File: src/hw/rtl/stream_suffix_dictionary_match_assert.svh
// Assertion macros for the stream suffix dictionary matcher.
// Included by the top level; needs no other file.
// Define ASSERT_OFF to compile the checks out.
`ifndef STREAM_SUFFIX_DICTIONARY_MATCH_ASSERT_SVH
`define STREAM_SUFFIX_DICTIONARY_MATCH_ASSERT_SVH
`ifndef ASSERT_OFF
// Same-cycle implication.
`define SSDM_ASSERT_IMPL(name, clk, rst, ante, cons) \
   name: assert property (@(posedge clk) disable iff (rst) (ante) |-> (cons)) \
      else $error("ssdm: same-cycle check failed");
// Next-cycle implication.
`define SSDM_ASSERT_NEXT(name, clk, rst, ante, cons) \
   name: assert property (@(posedge clk) disable iff (rst) (ante) |=> (cons)) \
      else $error("ssdm: next-cycle check failed");
`else
`define SSDM_ASSERT_IMPL(name, clk, rst, ante, cons)
`define SSDM_ASSERT_NEXT(name, clk, rst, ante, cons)
`endif
`endif

File: src/hw/rtl/ssdm_pkg.sv
// Shared types and constants of the stream suffix dictionary matcher.
// Used by the scan sequencer and the top level; depends on nothing.
package ssdm_pkg;

   localparam int LETTER_W = 5;
   localparam int ERR_W    = 2;

   localparam logic [ERR_W-1:0] ERR_OK       = 2'd0;
   localparam logic [ERR_W-1:0] ERR_FULL     = 2'd1;
   localparam logic [ERR_W-1:0] ERR_TOO_LONG = 2'd2;

   localparam logic MODE_LOAD   = 1'b0;
   localparam logic MODE_STREAM = 1'b1;

   // Status of the scan sequencer as seen by the top level.
   typedef struct packed {
      logic busy;
      logic done;
      logic match;
   } scan_stat_type;

endpackage

File: src/hw/rtl/ssdm_ram.sv
// Generic single-write, single-read RAM with registered read data.
// Used for the word letters, word lengths and stream history; no dependencies.
module ssdm_ram #(
   parameter int WIDTH = 5,
   parameter int DEPTH = 16
) (
   input  logic                                        clock,
   input  logic                                        we,
   input  logic [((DEPTH > 1) ? $clog2(DEPTH) : 1)-1:0] waddr,
   input  logic [WIDTH-1:0]                            wdata,
   input  logic [((DEPTH > 1) ? $clog2(DEPTH) : 1)-1:0] raddr,
   output logic [WIDTH-1:0]                            rdata
);

   logic [WIDTH-1:0] mem_ff [DEPTH];
   logic [WIDTH-1:0] rdata_ff;

   always_ff @(posedge clock) begin
      if (we) begin
         mem_ff[waddr] <= wdata;
      end
      rdata_ff <= mem_ff[raddr];
   end

   assign rdata = rdata_ff;

endmodule

File: src/hw/rtl/ssdm_scan.sv
// Scan sequencer: walks the stored words one at a time and compares each,
// newest letter first, against the history with one shared comparator.
// Depends on ssdm_pkg; drives the read ports of the three RAMs.
module ssdm_scan
   import ssdm_pkg::*;
#(
   parameter int MAX_WORDS = 32,
   parameter int MAX_LEN   = 16
) (
   input  logic                                              clock,
   input  logic                                              reset,
   input  logic                                              go,
   input  logic [$clog2(MAX_WORDS+1)-1:0]                    word_count,
   input  logic [$clog2(MAX_LEN+1)-1:0]                      hist_fill,
   input  logic [((MAX_LEN > 1) ? $clog2(MAX_LEN) : 1)-1:0]  hist_newest,
   input  logic [$clog2(MAX_LEN+1)-1:0]                      len_rdata,
   input  logic [LETTER_W-1:0]                               pat_rdata,
   input  logic [LETTER_W-1:0]                               hist_rdata,
   output logic [((MAX_WORDS > 1) ? $clog2(MAX_WORDS) : 1)-1:0] len_raddr,
   output logic [((MAX_WORDS * MAX_LEN > 1) ?
                  $clog2(MAX_WORDS * MAX_LEN) : 1)-1:0]      pat_raddr,
   output logic [((MAX_LEN > 1) ? $clog2(MAX_LEN) : 1)-1:0]  hist_raddr,
   output scan_stat_type                                     stat
);

   localparam int CNT_W = $clog2(MAX_WORDS + 1);
   localparam int W_IDX = (MAX_WORDS > 1) ? $clog2(MAX_WORDS) : 1;
   localparam int LEN_W = $clog2(MAX_LEN + 1);
   localparam int P_IDX = (MAX_LEN > 1) ? $clog2(MAX_LEN) : 1;
   localparam int PA_W  = (MAX_WORDS * MAX_LEN > 1) ? $clog2(MAX_WORDS * MAX_LEN) : 1;

   typedef enum logic [4:0] {
      S_IDLE    = 5'b00001,
      S_LEN_RD  = 5'b00010,
      S_LEN_CHK = 5'b00100,
      S_CMP_RD  = 5'b01000,
      S_CMP_CHK = 5'b10000
   } scan_state_type;

   scan_state_type   state_ff, state_in;
   logic [W_IDX-1:0] word_ff, word_in;
   logic [PA_W-1:0]  base_ff, base_in;
   logic [P_IDX-1:0] pos_ff, pos_in;
   logic [P_IDX-1:0] hptr_ff, hptr_in;
   logic             last_word;

   // The current word is the last stored one.
   assign last_word = (CNT_W'(word_ff) + CNT_W'(1)) == word_count;

   assign len_raddr  = word_ff;
   assign pat_raddr  = base_ff + PA_W'(pos_ff);
   assign hist_raddr = hptr_ff;

   always_comb begin
      state_in   = state_ff;
      word_in    = word_ff;
      base_in    = base_ff;
      pos_in     = pos_ff;
      hptr_in    = hptr_ff;
      stat.busy  = (state_ff != S_IDLE);
      stat.done  = 1'b0;
      stat.match = 1'b0;
      unique case (state_ff)
         S_IDLE: begin
            if (go) begin
               if (word_count == '0) begin
                  stat.done = 1'b1;
               end else begin
                  word_in  = '0;
                  base_in  = '0;
                  state_in = S_LEN_RD;
               end
            end
         end
         S_LEN_RD: begin
            state_in = S_LEN_CHK;
         end
         S_LEN_CHK: begin
            if (len_rdata <= hist_fill) begin
               pos_in   = P_IDX'(len_rdata - LEN_W'(1));
               hptr_in  = hist_newest;
               state_in = S_CMP_RD;
            end else if (last_word) begin
               stat.done = 1'b1;
               state_in  = S_IDLE;
            end else begin
               word_in  = word_ff + W_IDX'(1);
               base_in  = base_ff + PA_W'(MAX_LEN);
               state_in = S_LEN_RD;
            end
         end
         S_CMP_RD: begin
            state_in = S_CMP_CHK;
         end
         S_CMP_CHK: begin
            if (pat_rdata != hist_rdata) begin
               if (last_word) begin
                  stat.done = 1'b1;
                  state_in  = S_IDLE;
               end else begin
                  word_in  = word_ff + W_IDX'(1);
                  base_in  = base_ff + PA_W'(MAX_LEN);
                  state_in = S_LEN_RD;
               end
            end else if (pos_ff == '0) begin
               stat.done  = 1'b1;
               stat.match = 1'b1;
               state_in   = S_IDLE;
            end else begin
               pos_in   = pos_ff - P_IDX'(1);
               hptr_in  = (hptr_ff == '0) ? P_IDX'(MAX_LEN - 1) : hptr_ff - P_IDX'(1);
               state_in = S_CMP_RD;
            end
         end
         default: begin
            state_in = S_IDLE;
         end
      endcase
   end

   always_ff @(posedge clock) begin
      if (reset) begin
         state_ff <= S_IDLE;
      end else begin
         state_ff <= state_in;
      end
   end

   always_ff @(posedge clock) begin
      word_ff <= word_in;
      base_ff <= base_in;
      pos_ff  <= pos_in;
      hptr_ff <= hptr_in;
   end

endmodule

File: src/hw/rtl/stream_suffix_dictionary_match.sv
// Stream suffix dictionary matcher, top level.
// Depends on ssdm_pkg, ssdm_ram, ssdm_scan and the assertion macro header.
//
// Each item is either a letter of a dictionary word being loaded (req_mode
// low, req_word_end marking the last letter) or a stream letter (req_mode
// high). Every item gives exactly one result: for a load letter, rsp_error
// reports a word dropped because the dictionary was full or the word longer
// than MAX_LEN; for a stream letter, rsp_match tells whether some stored word
// equals the newest letters of the stream. An item is taken when start is
// high and busy is low, and its result appears for one cycle, marked by
// rsp_valid, which the receiver cannot hold off. A load item never raises
// busy. A stream item with an empty dictionary does not raise busy either;
// otherwise the scan visits the stored words one after another through a
// single read port on the letter and history RAMs and one letter
// comparator, and each letter pair passes through the registered RAM
// reads before it is compared. A word is compared from its last letter
// backward against the history, newest first, and the scan stops at the
// first full match. busy stays high while the scan runs; the result follows
// the cycle after the scan ends, and a new item may be offered in that same
// cycle. No clearing pass is needed after reset.
`include "stream_suffix_dictionary_match_assert.svh"

module stream_suffix_dictionary_match
   import ssdm_pkg::*;
#(
   parameter int MAX_WORDS = 32,
   parameter int MAX_LEN   = 16
) (
   input  logic                clock,
   input  logic                reset,
   input  logic                start,
   output logic                busy,
   input  logic                req_mode,
   input  logic [LETTER_W-1:0] req_letter,
   input  logic                req_word_end,
   output logic                rsp_valid,
   output logic                rsp_match,
   output logic [ERR_W-1:0]    rsp_error
);

   localparam int CNT_W     = $clog2(MAX_WORDS + 1);
   localparam int W_IDX     = (MAX_WORDS > 1) ? $clog2(MAX_WORDS) : 1;
   localparam int LEN_W     = $clog2(MAX_LEN + 1);
   localparam int P_IDX     = (MAX_LEN > 1) ? $clog2(MAX_LEN) : 1;
   localparam int PAT_DEPTH = MAX_WORDS * MAX_LEN;
   localparam int PA_W      = (PAT_DEPTH > 1) ? $clog2(PAT_DEPTH) : 1;

   // Dictionary loading state.
   logic [CNT_W-1:0] word_count_ff, word_count_in;
   logic [LEN_W-1:0] load_len_ff, load_len_in;
   logic             too_long_ff, too_long_in;
   logic [PA_W-1:0]  word_base_ff, word_base_in;

   // History ring: head is the next slot to write, newest the last written.
   logic [P_IDX-1:0] hist_head_ff, hist_head_in;
   logic [P_IDX-1:0] hist_newest_ff, hist_newest_in;
   logic [LEN_W-1:0] hist_fill_ff, hist_fill_in;

   // Result register.
   logic             rsp_valid_ff, rsp_valid_in;
   logic             rsp_match_ff, rsp_match_in;
   logic [ERR_W-1:0] rsp_error_ff, rsp_error_in;

   logic             accept, load_acc, strm_acc;
   logic             room, too_long_now, dict_full;
   logic [LEN_W-1:0] load_len_next;
   logic [ERR_W-1:0] load_err;

   logic                pat_we;
   logic [PA_W-1:0]     pat_waddr, pat_raddr;
   logic [LETTER_W-1:0] pat_rdata;
   logic                len_we;
   logic [W_IDX-1:0]    len_waddr, len_raddr;
   logic [LEN_W-1:0]    len_wdata, len_rdata;
   logic                hist_we;
   logic [P_IDX-1:0]    hist_raddr;
   logic [LETTER_W-1:0] hist_rdata;

   scan_stat_type scan_stat;

   assign busy     = scan_stat.busy;
   assign accept   = start & ~busy;
   assign load_acc = accept & (req_mode == MODE_LOAD);
   assign strm_acc = accept & (req_mode == MODE_STREAM);

   // Letters past MAX_LEN are not stored; they only mark the word too long.
   assign room          = load_len_ff < LEN_W'(MAX_LEN);
   assign too_long_now  = too_long_ff | ~room;
   assign dict_full     = word_count_ff >= CNT_W'(MAX_WORDS);
   assign load_len_next = room ? load_len_ff + LEN_W'(1) : load_len_ff;

   // Too long wins over full when both apply.
   always_comb begin
      if (too_long_now) begin
         load_err = ERR_TOO_LONG;
      end else if (dict_full) begin
         load_err = ERR_FULL;
      end else begin
         load_err = ERR_OK;
      end
   end

   assign pat_we    = load_acc & room & ~dict_full;
   assign pat_waddr = word_base_ff + PA_W'(load_len_ff);

   assign len_we    = load_acc & req_word_end & (load_err == ERR_OK);
   assign len_waddr = word_count_ff[W_IDX-1:0];
   assign len_wdata = load_len_next;

   assign hist_we = strm_acc;

   always_comb begin
      word_count_in  = word_count_ff;
      load_len_in    = load_len_ff;
      too_long_in    = too_long_ff;
      word_base_in   = word_base_ff;
      hist_head_in   = hist_head_ff;
      hist_newest_in = hist_newest_ff;
      hist_fill_in   = hist_fill_ff;

      if (load_acc) begin
         if (req_word_end) begin
            load_len_in = '0;
            too_long_in = 1'b0;
            if (load_err == ERR_OK) begin
               word_count_in = word_count_ff + CNT_W'(1);
               word_base_in  = word_base_ff + PA_W'(MAX_LEN);
            end
         end else begin
            load_len_in = load_len_next;
            too_long_in = too_long_now;
         end
      end

      if (strm_acc) begin
         hist_newest_in = hist_head_ff;
         hist_head_in   = (hist_head_ff == P_IDX'(MAX_LEN - 1)) ? '0
                                                                 : hist_head_ff + P_IDX'(1);
         if (hist_fill_ff < LEN_W'(MAX_LEN)) begin
            hist_fill_in = hist_fill_ff + LEN_W'(1);
         end
      end
   end

   // A load item answers at once; a stream item answers when the scan ends.
   // A dropped word is only reported on the letter that ends it.
   assign rsp_valid_in = load_acc | scan_stat.done;
   assign rsp_match_in = ~load_acc & scan_stat.match;
   assign rsp_error_in = (load_acc & req_word_end) ? load_err : ERR_OK;

   always_ff @(posedge clock) begin
      if (reset) begin
         word_count_ff  <= '0;
         load_len_ff    <= '0;
         too_long_ff    <= 1'b0;
         word_base_ff   <= '0;
         hist_head_ff   <= '0;
         hist_newest_ff <= '0;
         hist_fill_ff   <= '0;
         rsp_valid_ff   <= 1'b0;
      end else begin
         word_count_ff  <= word_count_in;
         load_len_ff    <= load_len_in;
         too_long_ff    <= too_long_in;
         word_base_ff   <= word_base_in;
         hist_head_ff   <= hist_head_in;
         hist_newest_ff <= hist_newest_in;
         hist_fill_ff   <= hist_fill_in;
         rsp_valid_ff   <= rsp_valid_in;
      end
   end

   always_ff @(posedge clock) begin
      if (rsp_valid_in) begin
         rsp_match_ff <= rsp_match_in;
         rsp_error_ff <= rsp_error_in;
      end
   end

   assign rsp_valid = rsp_valid_ff;
   assign rsp_match = rsp_match_ff;
   assign rsp_error = rsp_error_ff;

   // Word letters, each word in forward order in a row of MAX_LEN slots.
   ssdm_ram #(
      .WIDTH (LETTER_W),
      .DEPTH (PAT_DEPTH)
   ) u_pat_ram (
      .clock (clock),
      .we    (pat_we),
      .waddr (pat_waddr),
      .wdata (req_letter),
      .raddr (pat_raddr),
      .rdata (pat_rdata)
   );

   // Length of each stored word.
   ssdm_ram #(
      .WIDTH (LEN_W),
      .DEPTH (MAX_WORDS)
   ) u_len_ram (
      .clock (clock),
      .we    (len_we),
      .waddr (len_waddr),
      .wdata (len_wdata),
      .raddr (len_raddr),
      .rdata (len_rdata)
   );

   // Newest MAX_LEN stream letters as a ring.
   ssdm_ram #(
      .WIDTH (LETTER_W),
      .DEPTH (MAX_LEN)
   ) u_hist_ram (
      .clock (clock),
      .we    (hist_we),
      .waddr (hist_head_ff),
      .wdata (req_letter),
      .raddr (hist_raddr),
      .rdata (hist_rdata)
   );

   ssdm_scan #(
      .MAX_WORDS (MAX_WORDS),
      .MAX_LEN   (MAX_LEN)
   ) u_scan (
      .clock       (clock),
      .reset       (reset),
      .go          (strm_acc),
      .word_count  (word_count_ff),
      .hist_fill   (hist_fill_ff),
      .hist_newest (hist_newest_ff),
      .len_rdata   (len_rdata),
      .pat_rdata   (pat_rdata),
      .hist_rdata  (hist_rdata),
      .len_raddr   (len_raddr),
      .pat_raddr   (pat_raddr),
      .hist_raddr  (hist_raddr),
      .stat        (scan_stat)
   );

   // A load item always answers in the next cycle.
   `SSDM_ASSERT_NEXT(a_load_answers, clock, reset, load_acc, rsp_valid)
   // A result is never shown while a scan is still running.
   `SSDM_ASSERT_IMPL(a_rsp_not_busy, clock, reset, rsp_valid, !busy)
   // A match only comes from a stream item, which never carries an error.
   `SSDM_ASSERT_IMPL(a_match_no_err, clock, reset, rsp_valid && rsp_match,
                     rsp_error == ERR_OK)
   // The history never counts more letters than it keeps.
   `SSDM_ASSERT_IMPL(a_fill_bound, clock, reset, 1'b1,
                     hist_fill_ff <= LEN_W'(MAX_LEN))

endmodule
File: config.mk
export PLATFORM = sky130hd
export DESIGN_NAME = stream_suffix_dictionary_match
export DESIGN_NICKNAME = d
export VERILOG_FILES = /design/src/hw/rtl/ssdm_pkg.sv /design/src/hw/rtl/ssdm_ram.sv /design/src/hw/rtl/ssdm_scan.sv /design/src/hw/rtl/stream_suffix_dictionary_match.sv
export VERILOG_INCLUDE_DIRS = /design/src /design/src/hw/rtl
export SDC_FILE = /design/constraint.sdc
export NUM_CORES = 2
export LEC_CHECK = 0
export BUFFER_PORTS_ARGS = -buffer_cell sky130_fd_sc_hd__buf_2
export CORE_MARGIN = 2
export CORE_UTILIZATION = 35
export DETAILED_ROUTE_END_ITERATION = 8
export HOLD_SLACK_MARGIN = 0.08
export PLACE_DENSITY = 0.55
export SYNTH_ARGS = -nofsm -noshare
export SYNTH_HDL_FRONTEND = slang
export SYNTH_SLANG_ARGS = --single-unit
File: constraint.sdc
create_clock -name clock -period 2.8 [get_ports clock]
set_clock_uncertainty 0.05 [all_clocks]
set_input_delay 0.42 -clock clock [delete_from_list [all_inputs] [get_ports clock]]
set_output_delay 0.42 -clock clock [all_outputs]
set_load 0.05 [all_outputs]
==> run summary <==
status: finished, violations left
failing checks: setup timing
I/O pins: 15
Synth top area share: 74.6%
CP max stage delay: 0.52 ns
crit-path most repeated cell: a21oi_2
core area: 323000 µm²
vias in the first global route: 63387
Die W: 574 µm
TritonCTS Buffers: 302
DRT Pass-1 Iters: 6
grt ovf: 0
wire per inst: 28.2 µm
proportion of layout cells with a drive suffix above 1: 39.3%
Worst EP arrival: 4.02 ns
Synthesis Warnings: 0
Post-synth EDFFs: 2821
Vias: 62357
critical path data required time: 3.53 ns
DP HPWL: 212000 µm
Bufs on Longest Clock Path: 4
CTS tree: built
RSZ-0062 raised after global routing: true
pre-CTS setup slack: -1.26 ns
Post-synth ARST share: 0%
LEAKAGE: 48.2 nW
Peak VDD IR: 0.000571 V
Hold WS: 0.405 ns
die area: 329000 µm²
Hold Vio Cnt, Final: 0
setup violators final: 5
most frequent cells after synthesis: edfxtp_1 (2821), nor2_1 (663), mux4_2 (645)
num rows: 209
Peak Freq: 0.304 GHz
Syn Area/Cell: 19.8 µm²
kind of critical path: register to register
GPL Wtd Cong: 0.862
CP endpoint kind: register
Post-Syn Nets: 5784
synth-to-layout area growth: 26.5%
max-slew violation count: 0
most frequent cell after synthesis: edfxtp_1
area leader, netlist: edfxtp_1
slack of the critical path: -0.489 ns
CTS H-Tree Depth: 5
flops & latches, synth: 2872
clock slew at reported path FFs: 0.06 ns
Detail Route Antenna Nets: 0
top cells by area, synth: edfxtp_1 (75%), mux4_2 (13%), mux2i_1 (2.3%)
CP top delay family: compound AO/OA/AOI/OAI gates
CP bufs+invs: 4
Initial Utilization: 35.1%
Crit-path slowest cell: mux4_2
cell area power density: 630 nW/µm²
HP Class: register to register
antenna violations before repair: 15
critical path cell sequence: buf_6 -> buf_12 -> buf_16 -> buf_4 -> mux4_2 -> a22o_1 -> a211oi_2 -> a21oi_2 -> a221o_1 -> a21oi_2 -> nor4_4 -> o32a_1
pin count of the biggest net entering global routing: 129
Seq/Total Area, Yosys: 75.5%
Synth Flop Type: edfxtp_1
Initial DRC Count: 7353
Die Y: 574 µm
Routed WL: 332000 µm
# DRC: 0
Critical Path Fanout Max: 6
CTS sink cnt: 2872
Total Routing Usage GR: 19.4%
Slew @ Worst Pin: 0.850 ns
MaxCap Viol Count: 0
wire length of the first global-routing pass: 464000 µm
Post-Synthesis Cells: 5748
nets: 7230
crit start category: register
Tcrit/Tclk final: 117%
post-DR vias/cell: 5.30
Root Buffer: clkbuf_16
Clk Latency, worst-skew pair: 0.94 ns
Port Buffers: 14
Mapped Area: 114000 µm²
relative slew slack: 43.3%
clock period minus final worst setup slack: 3.29 ns
Synth cell types: 74
[worst register-to-register path, stage by stage, from the launching register on]
cell and delay, ns:
edfxtp_1 0.39, buf_6 0.15, buf_12 0.19, buf_16 0.19
buf_4 0.12, mux4_2 0.52, a22o_1 0.24, a211oi_2 0.26
a21oi_2 0.08, a221o_1 0.44, a21oi_2 0.22, nor4_4 0.09
o32a_1 0.23
[state kept, by name, summed over array words and instances, names as in the netlist, 2 cells and up]
register and flops:
hist_fill_ff 5, hist_head_ff 4, hist_newest_ff 4, load_len_ff 5, rsp_error 2, u_hist_ram.mem_ff 80, u_hist_ram.rdata 5, u_len_ram.mem_ff 160
u_len_ram.rdata 5, u_pat_ram.mem_ff 2560, u_pat_ram.rdata 5, u_scan.base_ff 5, u_scan.hist_raddr 4, u_scan.len_raddr 5, u_scan.pos_ff 4, u_scan.state_ff 5
word_base_ff 5, word_count_ff 6
[where the power goes]
group	switching (mW)	internal, mW	total, mW
registers	0.0894	47.3	47.4
logic	1.73	0.714	2.45
clock network	17.5	23.3	40.8
[area by class of cell]
class	instances	area (µm²)
Fill cell	27586	180000
Sequential cell	2872	85700
Multi-Input combinational cell	2475	27500
Timing Repair Buffer	1514	14800
Clock buffer	356	7800
Tap cell	4325	5410
Clock inverter	186	2220
Inverter	29	121
Antenna cell	6	15.0
[per-layer routing]
layer | global-route usage [%] | share of wire, %
met1 | 26.9 | 42
met2 | 31.6 | 48
met3 | 2.97 | 7.0
met4 | 5.59 | 3.0
met5 | 0 | 0.013
[logic make-up (layout without fill, tap and decap cells)]
| logic type | after synthesis | after routing | share of synthesized area, % |
|---|---|---|---|
| mux | 950 | 950 | 15.6 |
| compound gates | 444 | 444 | 2.72 |
| simple gates | 1020 | 1020 | 3.72 |
| fa+ha+maj | 26 | 26 | 0.286 |
| buf+inv | 401 | 2085 | 1.92 |
| other cells | 0 | 6 | 0 |
| xor+xnor | 35 | 35 | 0.270 |
| flops | 2872 | 2872 | 75.5 |
[path summary, 6_finish.rpt]
check	endpoint	cells past startpoint	slack [ns]	startpoint
worst min-delay path	hist_newest_ff[1]$_SDFFE_PP0P_	2	0.40	hist_newest_ff[1]$_SDFFE_PP0P_
worst max register to register	u_pat_ram.rdata[1]$_DFF_P_	12	-0.49	u_scan.pos_ff[0]$_DFFE_PP_
worst min register to register	hist_newest_ff[1]$_SDFFE_PP0P_	2	0.40	hist_newest_ff[1]$_SDFFE_PP0P_
worst max-delay path	u_pat_ram.rdata[1]$_DFF_P_	12	-0.49	u_scan.pos_ff[0]$_DFFE_PP_
[cell usage in the layout (no fill, tap or decap), types with 25 or more instances in the layout]
| cell type | count |
|---|---|
| buf_16 | 29 |
| mux2i_1 | 252 |
| nor3_1 | 38 |
| clkinv_1 | 56 |
| mux4_2 | 645 |
| a21oi_1 | 74 |
| o21ai_0 | 38 |
| edfxtp_1 | 2821 |
| nor2_1 | 523 |
| nand2_1 | 160 |
| buf_6 | 88 |
| buf_12 | 158 |
| bufinv_16 | 33 |
| nor2_4 | 82 |
| dfxtp_1 | 49 |
| o221ai_1 | 42 |
| mux2_2 | 34 |
| clkinv_2 | 53 |
| ha_1 | 25 |
| clkbuf_16 | 316 |
| o22ai_1 | 50 |
| clkbuf_1 | 51 |
| nor2_2 | 58 |
| buf_4 | 1178 |
| inv_1 | 27 |
[repair_timing]
item                                    in CTS  in global routing
gates cloned                                18                 17
pin swaps                                   46                 63
resized for setup                          237                336
buffers inserted                            59                 20
endpoints found under the setup margin     488               2213
endpoints found under the hold margin      370                  0
hold buffers                                12                  0
[through the flow]
stage | TNS [ns] | utilization, % | power [mW] | cell area (µm²) | instances
6_report | -2.37 | 44.4 | 90.6 | 144000 | 11763
3_5_place_dp | -5.71 | 40.1 | 50.6 | 130000 | 11102
4_1_cts | -2.36 | 43.9 | 91.2 | 142000 | 11728
3_3_place_gp | -5.26 | 40.1 | 50.5 | 130000 | 11102
2_1_floorplan | 0 | - | 48.9 | 114000 | 5748
5_1_grt | -55.19 | 44.4 | 93.0 | 144000 | 11759
Note: power is estimated with default switching activity, not from simulation.
